**src/displacement_energy_ratio_monitor_unit_defines.svh**
```systemverilog
// assertion macros shared by the displacement energy ratio monitor rtl
// no dependencies; included by the modules that carry checks
`ifndef DISPLACEMENT_ENERGY_RATIO_MONITOR_UNIT_DEFINES_SVH
`define DISPLACEMENT_ENERGY_RATIO_MONITOR_UNIT_DEFINES_SVH

// property that must hold at every edge out of reset
`define DERM_ASSERT_HOLDS(label, clk, rst_n, prop) \
    label: assert property (@(posedge clk) disable iff (!rst_n) (prop)) \
        else $error("%m: check failed");

// implication checked in the same cycle
`define DERM_ASSERT_IMPLIES(label, clk, rst_n, ante, cons) \
    label: assert property (@(posedge clk) disable iff (!rst_n) (ante) |-> (cons)) \
        else $error("%m: check failed");

`endif

```
**src/derm_pkg.sv**
```systemverilog
// shared types and constants of the displacement energy ratio monitor
// no dependencies
`timescale 1ns / 1ps

package derm_pkg;

    localparam int IDX_W    = 12;
    localparam int COORD_W  = 32;
    localparam int ENERGY_W = 63;
    localparam int RATIO_W  = 32;

    localparam int QUEUE_DEPTH = 8;
    localparam int QUEUE_AW    = 3;
    localparam int QUEUE_CW    = 4;

    localparam logic [ENERGY_W-1:0] SAT63 = {ENERGY_W{1'b1}};
    localparam logic [RATIO_W-1:0]  RATIO_SAT = {RATIO_W{1'b1}};

    typedef struct packed {
        logic [ENERGY_W-1:0] sq;
        logic                pass_end;
    } t_q_entry;

    typedef struct packed {
        logic [ENERGY_W-1:0] pass_energy;
        logic [RATIO_W-1:0]  energy_ratio;
        logic                ratio_valid;
        logic                divide_by_zero;
    } t_result;

endpackage

```
**src/derm_fifo.sv**
```systemverilog
// short queue of squared displacements between front and back
// depends on derm_pkg and the shared assertion macro header
`timescale 1ns / 1ps
`include "displacement_energy_ratio_monitor_unit_defines.svh"

module derm_fifo import derm_pkg::*; (
    input  logic                i_clk,
    input  logic                i_rst_n,
    input  logic                i_push,
    input  t_q_entry            i_entry,
    input  logic                i_pop,
    output logic                o_valid,
    output t_q_entry            o_head,
    output logic [QUEUE_CW-1:0] o_count
);

    t_q_entry              r_buf [QUEUE_DEPTH];
    logic [QUEUE_AW-1:0]   r_wr_ptr;
    logic [QUEUE_AW-1:0]   r_rd_ptr;
    logic [QUEUE_CW-1:0]   r_count;

    always_ff @(posedge i_clk) begin
        if (i_push) begin
            r_buf[r_wr_ptr] <= i_entry;
        end
    end

    always_ff @(posedge i_clk) begin
        if (!i_rst_n) begin
            r_wr_ptr <= '0;
            r_rd_ptr <= '0;
            r_count  <= '0;
        end else begin
            if (i_push) begin
                r_wr_ptr <= r_wr_ptr + 1'b1;
            end
            if (i_pop) begin
                r_rd_ptr <= r_rd_ptr + 1'b1;
            end
            if (i_push && !i_pop) begin
                r_count <= r_count + 1'b1;
            end else if (!i_push && i_pop) begin
                r_count <= r_count - 1'b1;
            end
        end
    end

    assign o_valid = (r_count != '0);
    assign o_head  = r_buf[r_rd_ptr];
    assign o_count = r_count;

    `DERM_ASSERT_IMPLIES(a_no_overflow, i_clk, i_rst_n, i_push, r_count < QUEUE_CW'(QUEUE_DEPTH))

endmodule

```
**config.mk**
```make
export PLATFORM = sky130hd
export DESIGN_NAME = derm_fifo
export DESIGN_NICKNAME = d
export VERILOG_FILES = /design/src/derm_pkg.sv /design/src/derm_fifo.sv
export VERILOG_INCLUDE_DIRS = /design/src /design/src/src
export SDC_FILE = /design/constraint.sdc
export NUM_CORES = 1
export LEC_CHECK = 0
export BUFFER_PORTS_ARGS = -buffer_cell sky130_fd_sc_hd__buf_2
export CAP_MARGIN = 40
export CORE_MARGIN = 5
export CORE_UTILIZATION = 30
export CTS_CLUSTER_SIZE = 20
export DETAILED_ROUTE_END_ITERATION = 8
export PLACE_DENSITY = 0.44
export REMOVE_ABC_BUFFERS = 1
export SYNTH_ARGS = -nofsm -noshare
export SYNTH_HDL_FRONTEND = slang
export SYNTH_SLANG_ARGS = --single-unit
```
**constraint.sdc**
```tcl
create_clock -name i_clk -period 14.6 [get_ports i_clk]
set_clock_uncertainty 0.2 [all_clocks]
set_input_delay 2.92 -clock i_clk [delete_from_list [all_inputs] [get_ports i_clk]]
set_output_delay 2.92 -clock i_clk [all_outputs]
set_load 0.005 [all_outputs]
```
After elaboration in Yosys (flattened, before gate mapping)
Memories as Yosys holds them, arrays and structs flattened. A register that Yosys moved wholly into a read port is not among the register bits.
Cells that the tools add are included.
{"block": "op_classes", "n_reduce_logical": 6, "n_mux": 6, "n_addsub": 4}
{"operator": "two-way mux 4 bit", "count": 2}
{"operator": "adder 3 x 1 -> 3 bit, second input constant", "count": 2}
{"operator": "two-way mux 3 bit", "count": 2}
{"operator": "adder 4 x 1 -> 4 bit, second input constant", "count": 1}
{"operator": "nonzero test 4 bit", "count": 1}
{"operator": "subtractor 4 x 1 -> 4 bit, second input constant", "count": 1}
{"operator": "logical AND 1 bit", "count": 2}
{"operator": "zero test 1 bit", "count": 2}
{"operator": "two-way mux 1 bit", "count": 2}
{"operator": "nonzero test 2 bit", "count": 1}
{"block": "word_totals", "word_cells": 20, "input_bits": 68, "mem_count": 1, "output_inout_bits": 69, "ff_bits": 10, "mem_bits_rw": 512}
{"memory": "r_buf", "words": 8, "width": 64, "read_ports": 1, "rd_ports_with_merged_regs": 1, "write_ports": 1, "line_no": "derm_fifo.sv:17", "source": "t_q_entry r_buf [QUEUE_DEPTH];"}

Longest topological paths before layout
{"block": "logic_depth", "ltp_word": 4, "ltp_mapped": 8, "depth_no_buf": 8}

Worst setup path after synthesis
OpenSTA, ideal clock, no wires.
{"block": "synth_timing", "path_type": "input to register", "from": "in i_push", "to": "mem r_buf[0][0] in the netlist's numbering (enable)", "n_path_buf": 0, "setup_slack_ps": 6470, "required_ps": 13835, "setup_ps": 565, "arrival_time_ps": 7365, "stages": 2, "path_cell_list": "nand2b_1 -> nor3_1"}
{"block": "synth_via", "elab_chain_cells": 2}
{"element": "start, declared", "line_no": "derm_fifo.sv:9", "source": "input logic i_push,"}
{"element": "two-way mux 1 bit", "line_no": "derm_fifo.sv:23", "source": "if (i_push) begin"}
{"element": "two-way mux 1 bit (not written as such)", "line_no": "derm_fifo.sv:24", "source": "r_buf[r_wr_ptr] <= i_entry;"}
{"element": "end, declared", "line_no": "derm_fifo.sv:17"}
No other way between the ends.

==> results.toml <==
[run_status]
status = "completed"

[timing]
finalMaxSlewViolations = 0
period_minus_slack_ps = 6370
final.period_utilization = 0.437
hold_viol = 0
fin_setup_tns_ps = 0
rsz0062_at_grt = "false"
setup_violations = 0
maxSlewHeadroom = 0.432
max_freq_mhz = 157
setup_slack_ps = 8230
tightest_slew_ps = 852

[clocking]
hold_buffers = 0
clk_latency_ps = 600
post_cts_resized = 0
cts_sinks = 525
postCtsSetupRepairBufs = 0
cts_buffers = 58
h-tree-depth = 2
tritoncts = "done"
clk_path_buf_depth = 3
cts.clk_slew.worst_paths_ps = 60
cts-root-buf = "clkbuf_16"

[worst_setup_path]
cp.required_ps = 11480
arrival_ps = 3250
worstSetupPathType = "flip-flop to output pin"
cp_max_fo = 96
worstRegToRegCells = 4
worstSetupEndpointType = "output pin"
crit_path_start_kind = "flip-flop"

[placement]
io_buffers = 136
pre_cts_ws_ps = 8690
post-dp-hpwl_mm = 22.6
gp_congestion = 0.659

[global_routing]
grt_pass1_wl_mm = 64.4
overflow = 0
gr-max-usage-layer = "met2"
met2_usage = 0.204
grt_max_degree = 97
met1_usage = 0.160
track_usage = 0.121
grt_pass1_vias = 9760
use_met3 = 0.0313
antenna_found_initial = 7

[floorplan]
die_area_um2 = 71400
core.rowCount = 94
core_area_um2 = 65600
start_util = 0.302
io_pins = 137
die_h_um = 267
fp.dieW_um = 267

[synth]
yosysWarnings = 0
ys_types = 27
seq_area_frac_synth = 0.788
ys.flop_type = "edfxtp_1"
syn_inst = 807
synthTopCellsByArea = "edfxtp_1 77%, mux4_2 15%, mux2_2 3.6%"
netlist_area_um2 = 19800
yosysTopAreaCell = "edfxtp_1"
avgSynthCellArea_um2 = 24.6
synth.most_common_cell = "edfxtp_1"
synthArstFlopShare = 0
synth_edf_count = 512
netlist_top_cells_count = "512 x edfxtp_1, 128 x mux4_2, 64 x mux2_2"
synth-seq-cells = 525
synth_top_cell_area_share = 0.775

[routing]
ant_nets = 0
wl_per_cell_um = 22.9
dr_total_vias = 8702
firstDrtPassIters = 4
dr.first_iter.drc_count = 610
wl_mm = 43.5
vias_per_cell = 4.58
drc_errors = 0

[power]
p_per_area_nw_per_um2 = 145
irDropWorstVdd_mv = 0.0810
leakage_uw = 0.00745

[layout]
fin_nets = 1062
area_growth_pct = 18.7
num-fill-cells = 6070
fin_util = 0.359
drive_gt1_frac = 0.426

[run]
drv_cap = 0

[hold_path]
hold_class = "flip-flop to flip-flop"
holdPathStages = 2
[cells in the final DEF, fill, tap and decap left out, drive strengths merged]
master | netlist | routed
mux4 | 128 | 128
xnor2 | 4 | 4
a21oi | 1 | 1
xor2 | 2 | 2
mux2 | 64 | 64
nor3 | 2 | 2
o21ai | 1 | 1
mux2i | 4 | 4
nand2 | 6 | 6
inv | 2 | 2
ha | 5 | 5
clkinv | 0 | 22
and2 | 7 | 7
nand2b | 4 | 4
nor2b | 3 | 3
a211oi | 1 | 1
buf | 26 | 158
a31oi | 1 | 1
clkinvlp | 0 | 1
diode | 0 | 3
or4 | 1 | 1
dfxtp | 13 | 13
clkbuf | 11 | 73
nand3 | 1 | 1
bufinv | 0 | 7
fa | 1 | 1
nor2 | 7 | 7
edfxtp | 512 | 512
[final timing paths]
kind	from	endpoint	slack [ps]
max	flip-flop	o_head[47]	8230
min	o_count[3]	o_count[3]	310
max reg2reg	r_wr_ptr[0]	r_buf[7][1]	12000
min reg2reg	o_count[3]	o_count[3]	310
[power breakdown]
part	total (uW)	leakage, uW	switching (uW)	internal, uW
clock	1440	0.000921	564	876
combinational	257	0.00177	126	130
sequential	1720	0.00476	20.1	1700
[through the flow]
stage	total power, uW	area [um^2]	hold WS (ps)	std cells
global placement	2010	21600	281	1789
detailed placement	2020	21700	295	1792
floorplan	1920	19600	269	770
CTS	3480	23500	309	1895
finish	3410	23500	309	1898
global route	3560	23500	333	1895
[critical path, cell delays in order, from the launching register on]
cell and delay, ps:
dfxtp_4 830, buf_12 750, mux4_2 590, mux2_2 320, buf_2 140
[sequential cells by signal, indices dropped and copies added, names as in the netlist, named ones only]
| register | cells |
|---|---|
| r_buf | 512 |
| o_count | 4 |
| r_rd_ptr | 3 |
| r_wr_ptr | 3 |
[per-layer routing]
layer | share of wire | up-vias
li1 | - | 3808
met1 | 0.43 | 4679
met2 | 0.50 | 150
met3 | 0.051 | 61
met4 | 0.020 | 4
met5 | 0.00048 | -
[layout make-up]
type                            count  area, um^2  share of cell area
Multi-Input combinational cell    243        4020               0.171
Antenna cell                        3        7.51            0.000319
Clock buffer                       73        1570              0.0667
Sequential cell                   525       15600               0.665
Clock inverter                     30         312              0.0132
Tap cell                          864        1080              0.0459
Inverter                            2        7.51            0.000319
Timing Repair Buffer              158         903              0.0384
[cell families (layout without fill, tap and decap cells)]
family / Yosys count / count (layout) / synth area share
AO/OA/AOI/OAI: 4 / 4 / 0.00120
XOR/XNOR: 6 / 6 / 0.00265
adder cells (fa/ha/maj): 6 / 6 / 0.00416
buffers and inverters: 39 / 263 / 0.0123
flip-flops: 525 / 525 / 0.788
multiplexers: 196 / 196 / 0.184
other: 0 / 3 / 0
AND/OR/NAND/NOR: 31 / 31 / 0.00801
Note: power is estimated with default switching activity, not from simulation.
