===== config.mk =====
export PLATFORM = sky130hd
export DESIGN_NAME = derm_back
export DESIGN_NICKNAME = d
export VERILOG_FILES = /design/src/derm_pkg.sv /design/src/derm_back.sv
export VERILOG_INCLUDE_DIRS = /design/src /design/src/src
export SDC_FILE = /design/constraint.sdc
export NUM_CORES = 2
export LEC_CHECK = 0
export BUFFER_PORTS_ARGS = -buffer_cell sky130_fd_sc_hd__buf_4
export CORE_MARGIN = 1.5
export CORE_UTILIZATION = 66
export CTS_BUF_LIST = sky130_fd_sc_hd__clkbuf_8 sky130_fd_sc_hd__clkbuf_16
export DETAILED_ROUTE_END_ITERATION = 8
export PLACE_DENSITY = 0.91
export SYNTH_ARGS = -nofsm -noshare
export SYNTH_HDL_FRONTEND = slang
export SYNTH_SLANG_ARGS = --single-unit

===== constraint.sdc =====
create_clock -name i_clk -period 29.8 [get_ports i_clk]
set_clock_uncertainty 0.2 [all_clocks]
set_input_delay 0 -clock i_clk [delete_from_list [all_inputs] [get_ports i_clk]]
set_output_delay 0 -clock i_clk [all_outputs]
set_load 0.05 [all_outputs]

===== src/displacement_energy_ratio_monitor_unit_defines.svh =====
// assertion macros shared by the displacement energy ratio monitor rtl
// no dependencies; included by the modules that carry checks
`ifndef DISPLACEMENT_ENERGY_RATIO_MONITOR_UNIT_DEFINES_SVH
`define DISPLACEMENT_ENERGY_RATIO_MONITOR_UNIT_DEFINES_SVH

// property that must hold at every edge out of reset
`define DERM_ASSERT_HOLDS(label, clk, rst_n, prop) \
    label: assert property (@(posedge clk) disable iff (!rst_n) (prop)) \
        else $error("%m: check failed");

// implication checked in the same cycle
`define DERM_ASSERT_IMPLIES(label, clk, rst_n, ante, cons) \
    label: assert property (@(posedge clk) disable iff (!rst_n) (ante) |-> (cons)) \
        else $error("%m: check failed");

`endif


===== src/derm_pkg.sv =====
// shared types and constants of the displacement energy ratio monitor
// no dependencies
`timescale 1ns / 1ps

package derm_pkg;

    localparam int IDX_W    = 12;
    localparam int COORD_W  = 32;
    localparam int ENERGY_W = 63;
    localparam int RATIO_W  = 32;

    localparam int QUEUE_DEPTH = 8;
    localparam int QUEUE_AW    = 3;
    localparam int QUEUE_CW    = 4;

    localparam logic [ENERGY_W-1:0] SAT63 = {ENERGY_W{1'b1}};
    localparam logic [RATIO_W-1:0]  RATIO_SAT = {RATIO_W{1'b1}};

    typedef struct packed {
        logic [ENERGY_W-1:0] sq;
        logic                pass_end;
    } t_q_entry;

    typedef struct packed {
        logic [ENERGY_W-1:0] pass_energy;
        logic [RATIO_W-1:0]  energy_ratio;
        logic                ratio_valid;
        logic                divide_by_zero;
    } t_result;

endpackage


===== src/derm_back.sv =====
// back end: pass accumulation, energy ring, window sums and serial ratio divide
// depends on derm_pkg and the shared assertion macro header
`timescale 1ns / 1ps
`include "displacement_energy_ratio_monitor_unit_defines.svh"

module derm_back import derm_pkg::*; #(
    parameter int WINDOW_LEN = 5
) (
    input  logic     i_clk,
    input  logic     i_rst_n,
    input  logic     i_q_valid,
    input  t_q_entry i_q_head,
    output logic     o_q_pop,
    input  logic     i_out_ready,
    output logic     o_out_valid,
    output t_result  o_out
);

    localparam int SW  = ENERGY_W + $clog2(WINDOW_LEN);
    localparam int SLW = (WINDOW_LEN > 1) ? $clog2(WINDOW_LEN) : 1;
    localparam int PW  = $clog2(WINDOW_LEN + 2);
    localparam int CW  = $clog2(RATIO_W);

    localparam logic [2:0] S_RUN  = 3'd0;
    localparam logic [2:0] S_SUB  = 3'd1;
    localparam logic [2:0] S_ADD  = 3'd2;
    localparam logic [2:0] S_CHK  = 3'd3;
    localparam logic [2:0] S_DIV  = 3'd4;
    localparam logic [2:0] S_EMIT = 3'd5;

    logic [2:0]          r_state;
    logic [ENERGY_W-1:0] r_acc;
    logic [ENERGY_W-1:0] r_ring [WINDOW_LEN];
    logic [SLW-1:0]      r_slot;
    logic [PW-1:0]       r_passes;
    logic [SW-1:0]       r_win_sum;
    logic [SW-1:0]       r_old;
    logic [ENERGY_W-1:0] r_evict;
    logic [ENERGY_W-1:0] r_energy;
    logic [SW-1:0]       r_rem;
    logic [RATIO_W-1:0]  r_num_lo;
    logic [RATIO_W-1:0]  r_quot;
    logic [CW-1:0]       r_cnt;
    logic                r_ratio_valid;
    logic                r_dz;
    logic                r_out_valid;
    t_result             r_out;

    logic [ENERGY_W:0]   acc_sum;
    logic [ENERGY_W-1:0] acc_sat;
    logic [SW:0]         trial;
    logic [SW:0]         trial_sub;
    logic                trial_ge;
    logic                out_free;

    assign o_q_pop   = (r_state == S_RUN) && i_q_valid;
    assign acc_sum   = {1'b0, r_acc} + {1'b0, i_q_head.sq};
    assign acc_sat   = acc_sum[ENERGY_W] ? SAT63 : acc_sum[ENERGY_W-1:0];
    assign trial     = {r_rem, r_num_lo[RATIO_W-1]};
    assign trial_ge  = trial >= {1'b0, r_old};
    assign trial_sub = trial - {1'b0, r_old};
    assign out_free  = !r_out_valid || i_out_ready;

    always_ff @(posedge i_clk) begin
        if (!i_rst_n) begin
            r_state       <= S_RUN;
            r_acc         <= '0;
            r_slot        <= '0;
            r_passes      <= '0;
            r_win_sum     <= '0;
            r_out_valid   <= 1'b0;
            for (int i = 0; i < WINDOW_LEN; i++) begin
                r_ring[i] <= '0;
            end
        end else begin
            if (r_state == S_EMIT && out_free) begin
                r_out_valid <= 1'b1;
            end else if (i_out_ready) begin
                r_out_valid <= 1'b0;
            end
            unique case (r_state)
                S_RUN: begin
                    if (i_q_valid) begin
                        if (!i_q_head.pass_end) begin
                            r_acc <= acc_sat;
                        end else begin
                            r_acc          <= '0;
                            r_energy       <= acc_sat;
                            r_evict        <= r_ring[r_slot];
                            r_ring[r_slot] <= acc_sat;
                            r_old          <= r_win_sum;
                            r_slot         <= (r_slot == SLW'(WINDOW_LEN - 1)) ?
                                              '0 : r_slot + 1'b1;
                            if (r_passes < PW'(WINDOW_LEN + 1)) begin
                                r_passes <= r_passes + 1'b1;
                            end
                            r_state <= S_SUB;
                        end
                    end
                end
                S_SUB: begin
                    r_win_sum <= r_win_sum - SW'(r_evict);
                    r_state   <= S_ADD;
                end
                S_ADD: begin
                    r_win_sum <= r_win_sum + SW'(r_energy);
                    if (r_passes > PW'(WINDOW_LEN)) begin
                        r_state <= S_CHK;
                    end else begin
                        r_ratio_valid <= 1'b0;
                        r_dz          <= 1'b0;
                        r_quot        <= '0;
                        r_state       <= S_EMIT;
                    end
                end
                S_CHK: begin
                    r_ratio_valid <= 1'b1;
                    if (r_old == '0) begin
                        r_dz    <= 1'b1;
                        r_quot  <= RATIO_SAT;
                        r_state <= S_EMIT;
                    end else if ({16'h0000, r_win_sum} >= {r_old, 16'h0000}) begin
                        r_dz    <= 1'b0;
                        r_quot  <= RATIO_SAT;
                        r_state <= S_EMIT;
                    end else begin
                        // numerator is new sum shifted up by 16
                        r_dz     <= 1'b0;
                        r_rem    <= r_win_sum >> 16;
                        r_num_lo <= {r_win_sum[15:0], 16'h0000};
                        r_quot   <= '0;
                        r_cnt    <= '0;
                        r_state  <= S_DIV;
                    end
                end
                S_DIV: begin
                    r_rem    <= trial_ge ? trial_sub[SW-1:0] : trial[SW-1:0];
                    r_quot   <= {r_quot[RATIO_W-2:0], trial_ge};
                    r_num_lo <= {r_num_lo[RATIO_W-2:0], 1'b0};
                    r_cnt    <= r_cnt + 1'b1;
                    if (r_cnt == CW'(RATIO_W - 1)) begin
                        r_state <= S_EMIT;
                    end
                end
                S_EMIT: begin
                    if (out_free) begin
                        r_state <= S_RUN;
                    end
                end
                default: begin
                    r_state <= S_RUN;
                end
            endcase
        end
    end

    always_ff @(posedge i_clk) begin
        if (r_state == S_EMIT && out_free) begin
            r_out.pass_energy    <= r_energy;
            r_out.energy_ratio   <= r_quot;
            r_out.ratio_valid    <= r_ratio_valid;
            r_out.divide_by_zero <= r_dz;
        end
    end

    assign o_out_valid = r_out_valid;
    assign o_out       = r_out;

    `DERM_ASSERT_IMPLIES(a_div_needs_full_window, i_clk, i_rst_n,
        r_state == S_DIV, r_passes > PW'(WINDOW_LEN))
    `DERM_ASSERT_IMPLIES(a_idle_ratio_zero, i_clk, i_rst_n,
        r_out_valid && !r_out.ratio_valid, r_out.energy_ratio == '0 && !r_out.divide_by_zero)

endmodule


======== After elaboration in Yosys (flattened, before gate mapping) ========
Memory sizes are Yosys's and may differ from the RTL's. A register that Yosys moved wholly into a read port is not among the register bits.
Cells that the tools add are included.
Widths: inputs -> output; s select.
storage, ports and cells
  bits of input ports ..................... 68
  bits in registers ....................... 502
  RAM bits ................................ 315
  word-level logic and storage cells ...... 105
  memories ................................ 1
  output and inout port bits .............. 99
cells by class
  muxes and demuxes ....................... 41
  add/subtract/negate cells ............... 7
  reductions and logical operators ........ 20
  eq/ne operators ......................... 14
  $lt $le $gt $ge ......................... 4
memory list
  name    words  width  read ports  clocked after Yosys merged registers in  write ports  line             text
  r_ring  5      63     1           1                                        5            derm_back.sv:33  logic [ENERGY_W-1:0] r_ring [WINDOW_LEN];
operators with widths
  operator            count
  $pmux 66 s2         2
  $mux 66             3
  $mux 63             3
  $mux 32             5
  $pmux 32 s3         1
  $ge 66x82->1        1
  $ge 67x66->1        1
  $add 66x63->66      1
  $logic_not 66->1    1
  $sub 66x63->66      1
  $sub 66x66->66      1
  $add 63x63->64      1
  $pmux 32 s2         1
  $reduce_or 63->1    1
  $mux 3              7
  $pmux 3 s6          1
  $reduce_and 4->1    4
  $ne 2x2->1 const B  7
  $mux 1              13
  $mux 5              2
  $pmux 5 s2          1
  $eq 3x3->1 const B  3
  $reduce_and 3->1    3
  $reduce_bool 2->1   4
  other kinds (14)    18

======== Depth between registers and ports, before layout ========
  depth in word-level cells ............... 7
  gate-level depth with buffers ........... 24
  gate-level depth less buffers ........... 22

======== Least setup slack after synthesis ========
OpenSTA, ideal clock, no wires.
  path type ............................... register to register
  start point ............................. reg r_state[0]
  end point ............................... mem r_ring[0][0] (enable)
  setup time .............................. 0.422 ns
  buffers on the path ..................... 3
  stages on the path, launching flop included .. 10
  period minus slack after synthesis ...... 10.519 ns
  required time ........................... 29.178 ns
  slack ................................... 19.281 ns
  arrival time ............................ 9.896 ns
  path through ............................ dfxtp_1 clkbuf_1 nor2_1 nand3b_1 inv_1 and3_1 clkbuf_1 nand2_1 clkbuf_1 nand2_1
RTL lines
  item                      line              text
  start: declaration        derm_back.sv:31   logic [2:0] r_state;
  start signal: assignment  derm_back.sv:66   r_state <= S_RUN;
  start signal: assignment  derm_back.sv:97   r_state <= S_SUB;
  start signal: assignment  derm_back.sv:103  r_state <= S_ADD;
  end: declaration          derm_back.sv:33

======== Worst setup path after layout ========
  start point ............................. reg r_evict[2] (read register of r_ring)
  end point ............................... reg r_win_sum[65]
on the way
  word-level cells in the longest chain between the ends .. 2
ends and longest elaborated chain
  item                    line              text
  start: declaration      derm_back.sv:38   logic [ENERGY_W-1:0] r_evict;
  $sub 66x63->66          derm_back.sv:102  r_win_sum <= r_win_sum - SW'(r_evict);
  $pmux 66 s2             derm_back.sv:81   unique case (r_state)
  end signal: assignment  derm_back.sv:102
  end signal: assignment  derm_back.sv:106  r_win_sum <= r_win_sum + SW'(r_energy);
  end: declaration        derm_back.sv:36   logic [SW-1:0] r_win_sum;
No other way between the ends.
A chain may end at the register's enable or synchronous reset.

==> flow_metrics.tcl <==
set metrics [dict create \
    period_minus_slack_ns 6.85 \
    clock_sinks 1053 \
    min_to "r_acc[55]" \
    gp_congestion 0.959 \
    slew-limit-headroom_pct 20.4 \
    yosys.area.top_type "edfxtp_1" \
    nFillCells 4949 \
    num_vias 41500 \
    critical_path.max_fanout 10 \
    tightest_slew_ns 1.19 \
    r2r_cells 22 \
    path_clk_slew_ns 0.06 \
    synth_fp_nets 5202 \
    drv_slew 0 \
    p_per_area_mw_per_mm2 60.2 \
    crit_path_start_kind "flip-flop" \
    fin_crit_sh_pct 23.0 \
    via_per_inst 6.76 \
    ys_ff_latch 1053 \
    reg2reg_slack_ns 22.95 \
    final_common_cell "edfxtp_1" \
    grt_overflow 0 \
    stdcell_area_mm2 0.0591 \
    htreeDepth 3 \
    p_leak_nw 23.4 \
    finalPower_mw 3.56 \
    synth_ff_type "edfxtp_1" \
    drive_above_1_share_pct 8.65 \
    synth_edf_count 914 \
    dp_hpwl_mm 97.0 \
    synth.distinct_cells 81 \
    grt_pass1_vias 39800 \
    cts.root.buffer_cell "clkbuf_16" \
    finalSetupViolations 0 \
    die-height_um 286 \
    hp-start "i_q_head[56]" \
    reg2reg_to "r_win_sum[65]" \
    chipWidth_um 286 \
    grt_usage_pct 36.1 \
    syn_avg_cell_area_um2 10.9 \
    antenna_found_initial 3 \
    r2r-start "r_evict[2]" \
    cts_made_buffers 100 \
    io_pins 167 \
    drtIter0Drc 5571 \
    insertion_delay_ns 0.73 \
    final_util_pct 74.6 \
    rsz0062_at_grt "no" \
    place_area_mm2 0.0551 \
    rows 103 \
    fmax_mhz 146 \
    yosysSeqAreaShare_pct 57.0 \
    drt_pass1_iterations 7 \
    netlist_area_mm2 0.0530 \
    dieArea_mm2 0.0820 \
    synth_area_leaders "edfxtp_1 52%, ha_1 5.9%, dfxtp_1 5.2%, nor2_1 3.8%, a22oi_1 3.6%" \
    grt_pass1_wl_mm 227 \
    mostFrequentLayoutCells "914 x edfxtp_1, 529 x nor2_1, 479 x nand2_1" \
    synth-warning-count 0 \
    max-cap-violations 0 \
    clockBufferDepth 3 \
    core_mm2 0.0793 \
    fin_setup_tns_ns 0 \
    initial_core_util_pct 66.9 \
    holdWs_ns 0.0361 \
    antenna_cells 0 \
    holdCritPathClass "in -> reg" \
    grt_max_degree 111 \
    endpoint_kind "flip-flop" \
    drcViolationCount 0 \
    cts-resized-gates 0 \
    cts_tree "done" \
    ant_nets 0 \
    peakVddDrop_uv 52.1 \
    crit_required_ns 30.18 \
    drt-total-wl_mm 151 \
    yosysTopAreaCellShare_pct 51.8 \
    status "complete, no violations" \
    post_cts_buffers 0 \
    hold_violations 0 \
    cp.arrival_ns 7.22 \
    wl_per_cell_um 24.6 \
    async_flop_share_pct 0 \
    area_delta_synth_final_pct 11.5 \
    io_buffer_count 166 \
    path_class "reg -> reg" \
    layout.nets 5318 \
    hold_depth 5 \
    netlist_instances 4881 \
]
## worst max-delay path by stage
stage / slack [ns] / cells past startpoint / end / startpoint
final: 22.95 / 22 / r_win_sum[65] / r_evict[2]
after global routing: 22.51 / 22 / r_win_sum[65] / r_evict[2]
after CTS: 22.99 / 22 / r_win_sum[65] / r_evict[2]
after detailed placement: 23.39 / 22 / r_win_sum[65] / r_evict[2]
after global placement: 23.52 / 20 / r_win_sum[65] / r_evict[0]
after floorplan: 19.28 / 9 / r_ring[0][0] / r_state[0]
## cell usage after synthesis (16+ instances only)
cell / count
and2_1: 57
xnor2_1: 121
nand3_1: 68
o21a_1: 23
nor4_1: 40
a31oi_1: 33
and3_1: 40
nor3_1: 52
nand4_1: 137
xor2_1: 111
o21bai_1: 49
dfxtp_1: 139
inv_1: 198
nor2_1: 530
a22oi_1: 255
nand2_1: 490
o21ai_0: 347
a21boi_0: 20
o211ai_1: 24
mux2i_1: 49
nand2b_1: 21
a211oi_1: 21
o31ai_1: 16
ha_1: 250
clkbuf_1: 239
a21o_1: 154
edfxtp_1: 914
nor2b_1: 33
a21oi_1: 260
## registers in the layout (all words and copies together) (netlist names), 5 cells and up
name / count
r_ring: 504
o_out: 97
r_old: 66
r_rem: 66
r_win_sum: 66
r_acc: 63
r_energy: 63
r_evict: 63
r_quot: 32
r_num_lo: 16
r_cnt: 5
## metal layers
layer  up-vias  wire length [um]  GRT usage (%)
met5         -                41              0
met4         6              6890           16.7
met3       564             19300           7.78
met2      3131             69200           57.2
met1     19500             55400           48.0
li1      18300                 -              -
## worst max-delay path, cell delays in order, from the launching register on
cell       delay (ns)
edfxtp_1         0.46
nor3_1           0.36
nand2_1          0.21
or4_1            0.55
inv_1            0.14
and2_1           0.29
nand4_1          0.33
or2_2            0.44
nor3_1           0.23
xor2_1           0.18
o21ai_0          0.12
ha_1             0.45
nand4_1          0.19
nor2_1           0.07
a221oi_1         0.27
o21ai_0          0.25
a2111oi_0        0.61
a211o_1          0.24
a21oi_1          0.09
a2111oi_0        0.56
xnor2_1          0.17
a21o_1           0.21
a21boi_1         0.10
## through the flow
stage	cells	worst slack, ns
floorplan	4881	19.28
global placement	5884	23.52
detailed placement	5884	23.39
CTS	6135	22.99
global route	6135	22.51
finish	6135	22.95
## cells by family (layout without fill, tap and decap cells)
| logic type | Yosys count | after routing | synth area share (%) |
|---|---|---|---|
| DFF | 1053 | 1053 | 57.0 |
| and+or+nand+nor | 1552 | 1552 | 13.5 |
| muxes | 52 | 52 | 0.989 |
| adders and majority gates | 253 | 253 | 6.01 |
| buffers and inverters | 454 | 658 | 3.28 |
| xor gates and xnor gates | 232 | 232 | 3.83 |
| AOI/OAI and AO/OA | 1285 | 1285 | 15.4 |
## what timing repair did
action                     CTS  global route
hold buffers                61             0
setup endpoints to repair    0             0
hold endpoints to repair   431             0
## where the power goes
group | switching [mW] | internal, mW
logic | 0.349 | 0.164
registers | 0.0521 | 1.68
clock network | 0.585 | 0.729
total | 0.986 | 2.58
## final cells by class
cell class	count	area [um2]	share of cell area, %
tap	1050	1310	2.22
sequential	1053	30200	51.1
inverter	198	743	1.26
timing repair buffer	270	2180	3.69
multi-input combinational	3374	21200	35.9
clock inverter	77	719	1.22
clock buffer	113	2700	4.57
Power figures use the tool's default switching activity.
